`src/rtl/pmf_pkg.sv`:
```
// Shared types and constants for the PS/2 mouse packet framer.
package pmf_pkg;

	localparam int FIFO_DEPTH = 32;
	localparam int PTR_W      = $clog2(FIFO_DEPTH);
	localparam int CMDQ_DEPTH = 4;

	localparam logic [7:0] SYNC_MASK = 8'h08;
	localparam int         BUTTON_W  = 3;

	localparam logic KIND_BYTE = 1'b0;
	localparam logic KIND_POP  = 1'b1;

	typedef enum logic [1:0] {
		PH_SYNC,
		PH_X,
		PH_Y
	} phase_t;

	typedef struct packed {
		logic [BUTTON_W-1:0] buttons;
		logic [7:0]          y;
		logic [7:0]          x;
	} pkt_t;

	typedef struct packed {
		logic is_pop;
		pkt_t pkt;
	} cmd_t;

	localparam int PKT_W       = $bits(pkt_t);
	localparam int CMD_W       = $bits(cmd_t);
	localparam int OUT_TDATA_W = ((PKT_W + 7) / 8) * 8;

endpackage

```
`src/rtl/pmf_ram.sv`:
```
// Generic single-write, single-read RAM with registered read data.
module pmf_ram #(
	parameter int WIDTH = 8,
	parameter int DEPTH = 16
) (
	input  logic                     clk,
	input  logic                     we,
	input  logic [$clog2(DEPTH)-1:0] waddr,
	input  logic [WIDTH-1:0]         wdata,
	input  logic                     re,
	input  logic [$clog2(DEPTH)-1:0] raddr,
	output logic [WIDTH-1:0]         rdata
);

	logic [WIDTH-1:0] mem_q [DEPTH];

	always_ff @(posedge clk) begin
		if (we) begin
			mem_q[waddr] <= wdata;
		end
		if (re) begin
			rdata <= mem_q[raddr];
		end
	end

endmodule

```
`src/rtl/pmf_front.sv`:
```
// Front end: takes input words, frames mouse bytes into packets, emits commands.
module pmf_front
	import pmf_pkg::*;
(
	input  logic       clk,
	input  logic       arst_n,
	input  logic       in_valid,
	output logic       in_ready,
	input  logic       in_kind,
	input  logic [7:0] in_byte,
	output logic       cmd_valid,
	input  logic       cmd_ready,
	output cmd_t       cmd
);

	phase_t              phase_q, phase_d;
	logic [BUTTON_W-1:0] flag_q;
	logic [7:0]          x_q;
	logic                accept;

	assign in_ready = cmd_ready;
	assign accept   = in_valid && cmd_ready;

	always_ff @(posedge clk or negedge arst_n) begin
		if (!arst_n) begin
			phase_q <= PH_SYNC;
		end else begin
			phase_q <= phase_d;
		end
	end

	// hold the flags and X byte of the packet being framed
	always_ff @(posedge clk) begin
		if (accept && in_kind == KIND_BYTE) begin
			if (phase_q == PH_X) begin
				x_q <= in_byte;
			end else if (phase_q != PH_Y && (in_byte & SYNC_MASK) != 8'h00) begin
				flag_q <= in_byte[BUTTON_W-1:0];
			end
		end
	end

	always_comb begin
		phase_d        = phase_q;
		cmd_valid      = 1'b0;
		cmd.is_pop     = 1'b0;
		cmd.pkt.x      = x_q;
		cmd.pkt.y      = in_byte;
		cmd.pkt.buttons = flag_q;
		if (accept) begin
			if (in_kind == KIND_POP) begin
				cmd_valid  = 1'b1;
				cmd.is_pop = 1'b1;
			end else begin
				unique case (phase_q)
					PH_X: begin
						phase_d = PH_Y;
					end
					PH_Y: begin
						phase_d   = PH_SYNC;
						cmd_valid = 1'b1;
					end
					default: begin
						// drop bytes without the sync bit
						phase_d = ((in_byte & SYNC_MASK) != 8'h00) ? PH_X : PH_SYNC;
					end
				endcase
			end
		end
	end

endmodule

```
`src/rtl/pmf_cmd_queue.sv`:
```
// Short command queue between the front end and the packet FIFO engine.
module pmf_cmd_queue
	import pmf_pkg::*;
(
	input  logic clk,
	input  logic arst_n,
	input  logic in_valid,
	output logic in_ready,
	input  cmd_t in_cmd,
	output logic out_valid,
	input  logic out_ready,
	output cmd_t out_cmd
);

	localparam int QP_W = $clog2(CMDQ_DEPTH);
	localparam int QC_W = $clog2(CMDQ_DEPTH + 1);

	cmd_t            slot_q [CMDQ_DEPTH];
	logic [QP_W-1:0] wr_q, rd_q;
	logic [QC_W-1:0] count_q;
	logic            push, pop;

	assign in_ready  = count_q != QC_W'(CMDQ_DEPTH);
	assign out_valid = count_q != '0;
	assign out_cmd   = slot_q[rd_q];
	assign push      = in_valid && in_ready;
	assign pop       = out_valid && out_ready;

	always_ff @(posedge clk) begin
		if (push) begin
			slot_q[wr_q] <= in_cmd;
		end
	end

	always_ff @(posedge clk or negedge arst_n) begin
		if (!arst_n) begin
			wr_q    <= '0;
			rd_q    <= '0;
			count_q <= '0;
		end else begin
			if (push) begin
				wr_q <= (wr_q == QP_W'(CMDQ_DEPTH - 1)) ? '0 : wr_q + 1'b1;
			end
			if (pop) begin
				rd_q <= (rd_q == QP_W'(CMDQ_DEPTH - 1)) ? '0 : rd_q + 1'b1;
			end
			if (push && !pop) begin
				count_q <= count_q + 1'b1;
			end else if (pop && !push) begin
				count_q <= count_q - 1'b1;
			end
		end
	end

endmodule

```
`src/rtl/pmf_back.sv`:
```
// Back end: runs push and pop commands against the packet ring and drives results.
module pmf_back
	import pmf_pkg::*;
(
	input  logic clk,
	input  logic arst_n,
	input  logic cmd_valid,
	output logic cmd_ready,
	input  cmd_t cmd,
	output logic out_valid,
	input  logic out_ready,
	output logic out_avail,
	output pkt_t out_pkt
);

	logic [PTR_W-1:0] wr_q, rd_q, wr_next, rd_next;
	logic             s1_valid_s1, s1_avail_s1;
	logic             s1_adv, s1_free, exec, do_wr, do_rd, ring_empty;
	logic [PKT_W-1:0] rdata;
	pkt_t             rpkt;
	logic             out_valid_q, out_avail_q;
	pkt_t             out_pkt_q;

	assign wr_next    = (wr_q == PTR_W'(FIFO_DEPTH - 1)) ? '0 : wr_q + 1'b1;
	assign rd_next    = (rd_q == PTR_W'(FIFO_DEPTH - 1)) ? '0 : rd_q + 1'b1;
	assign ring_empty = rd_q == wr_q;

	assign s1_adv    = s1_valid_s1 && (!out_valid_q || out_ready);
	assign s1_free   = !s1_valid_s1 || s1_adv;
	assign cmd_ready = !cmd.is_pop || s1_free;
	assign exec      = cmd_valid && cmd_ready;
	// drop a finished packet when the ring is full
	assign do_wr     = exec && !cmd.is_pop && (wr_next != rd_q);
	assign do_rd     = exec && cmd.is_pop && !ring_empty;

	pmf_ram #(
		.WIDTH(PKT_W),
		.DEPTH(FIFO_DEPTH)
	) u_ring (
		.clk   (clk),
		.we    (do_wr),
		.waddr (wr_q),
		.wdata (cmd.pkt),
		.re    (do_rd),
		.raddr (rd_q),
		.rdata (rdata)
	);

	assign rpkt = pkt_t'(rdata);

	always_ff @(posedge clk or negedge arst_n) begin
		if (!arst_n) begin
			wr_q        <= '0;
			rd_q        <= '0;
			s1_valid_s1 <= 1'b0;
			out_valid_q <= 1'b0;
		end else begin
			if (do_wr) begin
				wr_q <= wr_next;
			end
			if (do_rd) begin
				rd_q <= rd_next;
			end
			if (exec && cmd.is_pop) begin
				s1_valid_s1 <= 1'b1;
			end else if (s1_adv) begin
				s1_valid_s1 <= 1'b0;
			end
			if (s1_adv) begin
				out_valid_q <= 1'b1;
			end else if (out_ready) begin
				out_valid_q <= 1'b0;
			end
		end
	end

	always_ff @(posedge clk) begin
		if (exec && cmd.is_pop) begin
			s1_avail_s1 <= !ring_empty;
		end
		if (s1_adv) begin
			out_avail_q <= s1_avail_s1;
			out_pkt_q   <= s1_avail_s1 ? rpkt : '0;
		end
	end

	assign out_valid = out_valid_q;
	assign out_avail = out_avail_q;
	assign out_pkt   = out_pkt_q;

endmodule

```
`src/rtl/ps2_mouse_packet_framer_fifo_core.sv`:
```
// PS/2 mouse packet framer: top level tying front end, command queue and packet ring.
//
// Input channel s_axis: one word per cycle. tuser selects the kind: 0 carries a
// raw mouse byte in tdata, 1 requests a pop of the oldest stored packet.
// Bytes are framed into three-byte packets; a first byte without the sync bit
// is dropped, and a complete packet is stored in a ring holding FIFO_DEPTH-1
// packets (dropped if the ring is full). Mouse bytes produce no output word.
// Output channel m_axis: one word per pop request. tuser is 1 when a packet was
// popped, 0 when the ring was empty (tdata then reads zero).
// Throughput: one input word per cycle while m_axis does not stall, set by the
// one-command-per-cycle ring engine and the single ring memory port pair. A pop
// request is queued on the accepting edge, then read from the ring, then held in
// the output register before its result shows on m_axis.
// When m_axis stalls, up to CMDQ_DEPTH commands collect in the command queue
// and pops stop at the head; s_axis_tready falls once that queue is full.
// Reset (arst_n low) empties the ring, the queue and the output register and
// returns framing to the sync byte; no clearing pass is needed.
module ps2_mouse_packet_framer_fifo_core
	import pmf_pkg::*;
(
	input  logic                   clk,
	input  logic                   arst_n,
	input  logic                   s_axis_tvalid,
	output logic                   s_axis_tready,
	input  logic [7:0]             s_axis_tdata,   // [7:0] data_byte
	input  logic                   s_axis_tuser,   // [0] kind
	output logic                   m_axis_tvalid,
	input  logic                   m_axis_tready,
	output logic [OUT_TDATA_W-1:0] m_axis_tdata,   // [7:0] move_x, [15:8] move_y,
	                                               // [18:16] button_bits, rest zero
	output logic                   m_axis_tuser    // [0] available
);

	logic f_valid, f_ready, b_valid, b_ready;
	cmd_t f_cmd, b_cmd;
	pkt_t out_pkt;

	pmf_front u_front (
		.clk       (clk),
		.arst_n    (arst_n),
		.in_valid  (s_axis_tvalid),
		.in_ready  (s_axis_tready),
		.in_kind   (s_axis_tuser),
		.in_byte   (s_axis_tdata),
		.cmd_valid (f_valid),
		.cmd_ready (f_ready),
		.cmd       (f_cmd)
	);

	pmf_cmd_queue u_queue (
		.clk       (clk),
		.arst_n    (arst_n),
		.in_valid  (f_valid),
		.in_ready  (f_ready),
		.in_cmd    (f_cmd),
		.out_valid (b_valid),
		.out_ready (b_ready),
		.out_cmd   (b_cmd)
	);

	pmf_back u_back (
		.clk       (clk),
		.arst_n    (arst_n),
		.cmd_valid (b_valid),
		.cmd_ready (b_ready),
		.cmd       (b_cmd),
		.out_valid (m_axis_tvalid),
		.out_ready (m_axis_tready),
		.out_avail (m_axis_tuser),
		.out_pkt   (out_pkt)
	);

	assign m_axis_tdata = {{(OUT_TDATA_W - PKT_W){1'b0}}, out_pkt};

endmodule

```
`config.mk`:
```
export PLATFORM = sky130hd
export DESIGN_NAME = ps2_mouse_packet_framer_fifo_core
export DESIGN_NICKNAME = d
export VERILOG_FILES = /design/src/rtl/pmf_pkg.sv /design/src/rtl/pmf_ram.sv /design/src/rtl/pmf_front.sv /design/src/rtl/pmf_cmd_queue.sv /design/src/rtl/pmf_back.sv /design/src/rtl/ps2_mouse_packet_framer_fifo_core.sv
export SDC_FILE = /design/constraint.sdc
export NUM_CORES = 1
export LEC_CHECK = 0
export BUFFER_PORTS_ARGS = -buffer_cell sky130_fd_sc_hd__buf_2
export CAP_MARGIN = 20
export CORE_MARGIN = 2
export CORE_UTILIZATION = 62
export DETAILED_ROUTE_END_ITERATION = 7
export PLACE_DENSITY_LB_ADDON = 0.15
export REMOVE_ABC_BUFFERS = 1
export SYNTH_ARGS = -nofsm -noshare
export SYNTH_HDL_FRONTEND = slang
export SYNTH_SLANG_ARGS = --single-unit
```
`constraint.sdc`:
```
create_clock -name clk -period 5.1 [get_ports clk]
set_input_delay 0.255 -clock clk [delete_from_list [all_inputs] [get_ports clk]]
set_output_delay 0.255 -clock clk [all_outputs]
set_load 0.05 [all_outputs]
```
# Yosys cells after proc, flatten, opt, wreduce, memory -nomap -nowiden

Memories as Yosys holds them, arrays and structs flattened. A register that Yosys moved wholly into a read port is not among the register bits.
Index checks and enable logic that the tools add are counted.

Input bits: 13
Memories: 2
Output and inout bits: 27
Register bits after elaboration: 53
Bits in writable memories: 688

Memory list:

| memory              | words | bits a word | read ports | clocked after Yosys merged registers in | wr ports | RTL line            | text |
|---|---|---|---|---|---|---|---|
| u_back.u_ring.mem_q | 32    | 19          | 1          | 1                                       | 1        | pmf_ram.sv:15       | `logic [WIDTH-1:0] mem_q [DEPTH];` |
| u_queue.slot_q      | 4     | 20          | 1          | 0                                       | 1        | pmf_cmd_queue.sv:18 | `cmd_t slot_q [CMDQ_DEPTH];` |

Reductions and logical operators: 28
Eq/ne operators: 10
Bitwise gates (word level): 2
Mux-type cells: 21
Add/sub/neg operators: 6

Operator list:

| operator              | number |
|---|---|
| $mux W1               | 14 |
| $logic_and A1 B1 Y1   | 12 |
| $add A5 B1 Y5 const B | 2 |
| $eq A5 B5 Y1 const B  | 2 |
| $mux W5               | 2 |
| $eq A2 B2 Y1 const B  | 3 |
| $logic_not A1 Y1      | 6 |
| $mux W3               | 2 |
| $reduce_bool A2 Y1    | 3 |
| $eq A5 B5 Y1          | 1 |
| $ne A5 B5 Y1          | 1 |
| $add A2 B1 Y2 const B | 2 |
| $mux W2               | 2 |
| $pmux W2 S2           | 1 |
| $reduce_and A2 Y1     | 2 |
| $add A3 B1 Y3 const B | 1 |
| $logic_or A1 B1 Y1    | 3 |
| $ne A3 B3 Y1 const B  | 1 |
| $reduce_and A3 Y1     | 1 |
| $reduce_bool A3 Y1    | 1 |
| $sub A3 B1 Y3 const B | 1 |
| $eq A2 B1 Y1 const B  | 1 |
| $ne A2 B2 Y1 const B  | 1 |
| $not A1 Y1            | 2 |

# Depth between registers and ports, before layout

Depth after elaboration: 10
Mapped depth: 10

# Hierarchy

From an unflattened synthesis, not the netlist that was laid out.

Cell total of the unflattened synthesis: 1651
Area, all modules: 29894.9 µm²

Modules (own cells, without submodules):

| module                            | area each (µm²) | cells an instance | sequential area each (µm²) | times used |
|---|---|---|---|---|
| pmf_ram                           | 24435.9         | 1346              | 18828.1                    | 1 |
| pmf_cmd_queue                     | 3319.4          | 140               | 2577.5                     | 1 |
| pmf_back                          | 1547.7          | 122               | 930.9                      | 1 |
| pmf_front                         | 550.5           | 37                | 380.4                      | 1 |
| ps2_mouse_packet_framer_fifo_core | 41.3            | 6                 | 0.0                        | 1 |

# Least setup slack after synthesis

No wires, ideal clock.

Path type: register to register
From: register u_back.wr_q[3]
To: memory u_back.u_ring.mem_q[2][0] in the netlist's numbering (enable)
Arrival time: 3.867 ns
Library setup time: 0.444 ns
Setup slack: 0.790 ns
Cell stages (with the launch flop): 10
Path buffers: 2
Cell sequence: dfrtp_1 -> clkbuf_1 -> clkbuf_1 -> and3_1 -> ha_1 -> a31oi_1 -> a22oi_2 -> xnor2_4 -> o211ai_4 -> nor4_1

Word-level cells in the longest chain between the ends: 6
Elaborated cells between the ends (all ways): 7
Those cells by class: 1 x add/sub; 2 x eq/ne; 3 x mux; 1 x reduce/logical

Ends and longest elaborated chain:

| item                                                 | RTL line       | text |
|---|---|---|
| start, declared                                      | pmf_back.sv:16 | `logic [PTR_W-1:0] wr_q, rd_q, wr_next, rd_next;` |
| start signal, assigned                               | pmf_back.sv:59 | `wr_q <= wr_next;` |
| $add A5 B1 Y5 / $eq A5 B5 Y1 (equally long branches) | pmf_back.sv:24 | `assign wr_next = (wr_q == PTR_W'(FIFO_DEPTH - 1)) ? '0 : wr_q + 1'b1;` |
| $mux W5                                              | pmf_back.sv:24 |  |
| $ne A5 B5 Y1                                         | pmf_back.sv:33 | `assign do_wr = exec && !cmd.is_pop && (wr_next != rd_q);` |
| $logic_and A1 B1 Y1                                  | pmf_back.sv:33 |  |
| $mux W1                                              | pmf_ram.sv:18  | `if (we) begin` |
| $mux W1 (not written as such)                        | pmf_ram.sv:19  | `mem_q[waddr] <= wdata;` |
| end, declared                                        | pmf_ram.sv:15  |  |

Parallel ways exist; a longest one is shown, timed or not.

# Final worst setup path

From: register u_back.wr_q[0]
To: memory u_back.u_ring.mem_q[9][10] in the netlist's numbering (enable)

Same word-level chain as after synthesis.

==> flow_summary.ini <==
[critical_path]
crit_family = simple AND/OR/NAND/NOR gates
arrival_ns = 4.04
crit_type = reg2reg
crit_required_ns = 5.31
slowest_stage = nor2b_2
critPathCaptureType = flip-flop
crit_chain = ha_1 -> and3_1 -> ha_1 -> a31oi_1 -> a22oi_2 -> xnor2_4 -> o211ai_2 -> nor2b_2
path_buf_inv = 0
crit_path_max_incr_delay_ns = 0.96
start_kind = flip-flop
crit_cells = 8
r2r_slack_ns = 1.27
worst-r2r-cell-count = 8
worstSetupStartpoint = u_back.wr_q[0]
cpMostUsedCell = ha_1
crit_fanout = 19
rr_startpoint = u_back.wr_q[0]

[synthesis]
ys_async_sr_fraction = 0.0276
dominantRegCellSynth = edfxtp_1
synth_cell_types = 46
syn_area_mm2 = 0.0296
ys_ff_latch = 760
syn_inst = 1457
synth_edf_count = 739
synth_warnings = 0
syn_avg_cell_area_um2 = 20.3
ys_seq_area_frac = 0.768

[routing]
drt_iter0_drc = 1418
vias = 14000
dr.pass1.iters = 5
viasPerCell = 6.34
ant_nets = 0
totalWireLength_um = 62200
wire_per_inst_um = 28.1
drc_errors = 0

[clock_network]
cts_root_buf = clkbuf_16
cts_max_level = 3
cts_sinks = 760
cts-resized-gates = 0
clk_latency_ns = 0.61
postCtsSetupRepairBufs = 0
clk_pin_slew_ns = 0.06
cts_made_buffers = 73
ctsHoldBuffers = 11
cts_buffer_depth = 3
cts_tree = done

[placement]
port_buffers = 34
dpl-instance-area_mm2 = 0.0305
post-dp-hpwl_um = 35300
gp_congestion = 0.851

[layout]
final_area_mm2 = 0.0331
area_growth_pct = 12.0
layout_common_cells = edfxtp_1, mux2i_1, mux4_2
drive_gt1_frac = 0.205
layout_commonest_cell = edfxtp_1
antenna_cells = 0
final_util = 0.698
final_nets = 1568

[sta]
slew_headroom = 0.281
finalHoldViolCount = 0
tightest_slew_ns = 1.08
fmax_mhz = 261
setup_violations = 0
period_minus_slack_ns = 3.83
rsz0062_at_grt = no
fin_crit_sh = 0.751
skew_ns = 0.0194
tns_ns = 0
report.final.slew_viol_count = 0

[worst_hold_path]
hold_class = in2reg
hold_start = s_axis_tvalid
holdPathStages = 2

[floorplan]
die_area_mm2 = 0.0494
ioPinCount = 40
die_h_um = 222
rows = 80
die_w_um = 222
core_area_mm2 = 0.0474
initial_core_util = 0.623

[global_routing]
grt_max_degree = 66
grt_pass1_vias = 14000
grt_pass1_wl_um = 91200
grt_usage = 0.256
antenna_found_initial = 0
globalRoute.totalOverflow = 0

[power_and_ir_drop]
powerDensity_mw_per_mm2 = 635
p_leak_nw = 11.1
ir_drop_mv = 0.454

[run]
drv_cap = 0

[run_status]
status = completed
## logic make-up (layout without fill, tap and decap cells)
logic type,after synthesis,after routing,share of synthesized area
DFF,760,760,0.768
muxes,299,299,0.142
and+or+nand+nor,147,147,0.0270
AOI/OAI and AO/OA,132,132,0.0360
buffers and inverters,89,226,0.0146
adders and majority gates,16,16,0.00703
xor gates and xnor gates,13,13,0.00449
other,1,5,0.000127
## worst paths after layout
check	to
max reg2reg	u_back.u_ring.mem_q[9][10]
max in group asynchronous	u_back.rd_q[1]
min reg2reg	u_queue.slot_q[1][6]
min	u_queue.slot_q[3][19]
min in group asynchronous	u_queue.count_q[0]
max	u_back.u_ring.mem_q[9][10]
## flip-flops by register name (all words and copies together), names as in the netlist
name	flops
u_back.u_ring.mem_q	608
u_queue.slot_q	80
u_back.out_pkt	19
u_back.u_ring.rdata	19
u_front.x_q	8
u_back.rd_q	5
u_back.wr_q	5
u_front.flag_q	3
u_queue.count_q	3
u_front.phase_q	2
u_queue.rd_q	2
u_queue.wr_q	2
u_back.out_avail	1
u_back.out_valid	1
u_back.s1_avail_s1	1
u_back.s1_valid_s1	1
## final cells by class
type,instances,area (µm²)
tap,615,769
multi-input combinational,612,6540
timing repair buffer,82,707
inverter,10,37.5
sequential,760,22700
clock buffer,99,2060
fill,2920,14300
clock inverter,35,263
## Yosys cell counts (21+ instances only)
| cell type | count | share of area |
|---|---|---|
| a22o_1 | 48 | 0.014 |
| and2_1 | 26 | 0.0055 |
| buf_2 | 36 | 0.0061 |
| clkbuf_1 | 27 | 0.0034 |
| dfrtp_1 | 21 | 0.018 |
| edfxtp_1 | 739 | 0.75 |
| mux2i_1 | 192 | 0.065 |
| mux4_2 | 96 | 0.073 |
| nand2_1 | 26 | 0.0033 |
| nor2_1 | 34 | 0.0043 |
| o221ai_1 | 21 | 0.0062 |
## power by group
group | switching [W] | internal, W | leakage [nW]
Sequential | 0.000443 | 0.00869 | 6.93
Clock | 0.00222 | 0.00304 | 1.14
Combinational | 0.00444 | 0.00220 | 2.99
Total | 0.00711 | 0.0139 | 11.1
## per-stage QoR
step | cells | worst slack, ns | hold WS [ns] | total power, W
global route | 2213 | 1.06 | 0.0785 | 0.0218
global placement | 2056 | 1.35 | 0.261 | 0.0157
CTS | 2203 | 1.26 | 0.0343 | 0.0211
finish | 2213 | 1.27 | 0.0672 | 0.0210
detailed placement | 2058 | 1.26 | 0.271 | 0.0159
floorplan | 1382 | -4.15 | -0.0406 | 0.0137
## per-layer routing
metal,GRT usage,part of all wire
met4,0.0877,0.027
met3,0.0393,0.063
met1,0.380,0.43
met2,0.398,0.48
met5,0,0
## worst reg2reg max path, delay by kind of cell, from the launching register on
kind	cells	cell delay, ns
AND/OR/NAND/NOR	2	1.18
adder cells (fa/ha/maj)	2	0.56
XOR/XNOR	1	0.39
AO/OA/AOI/OAI	3	0.84
flip-flops	1	0.47
Note: power is estimated with default switching activity, not from simulation.
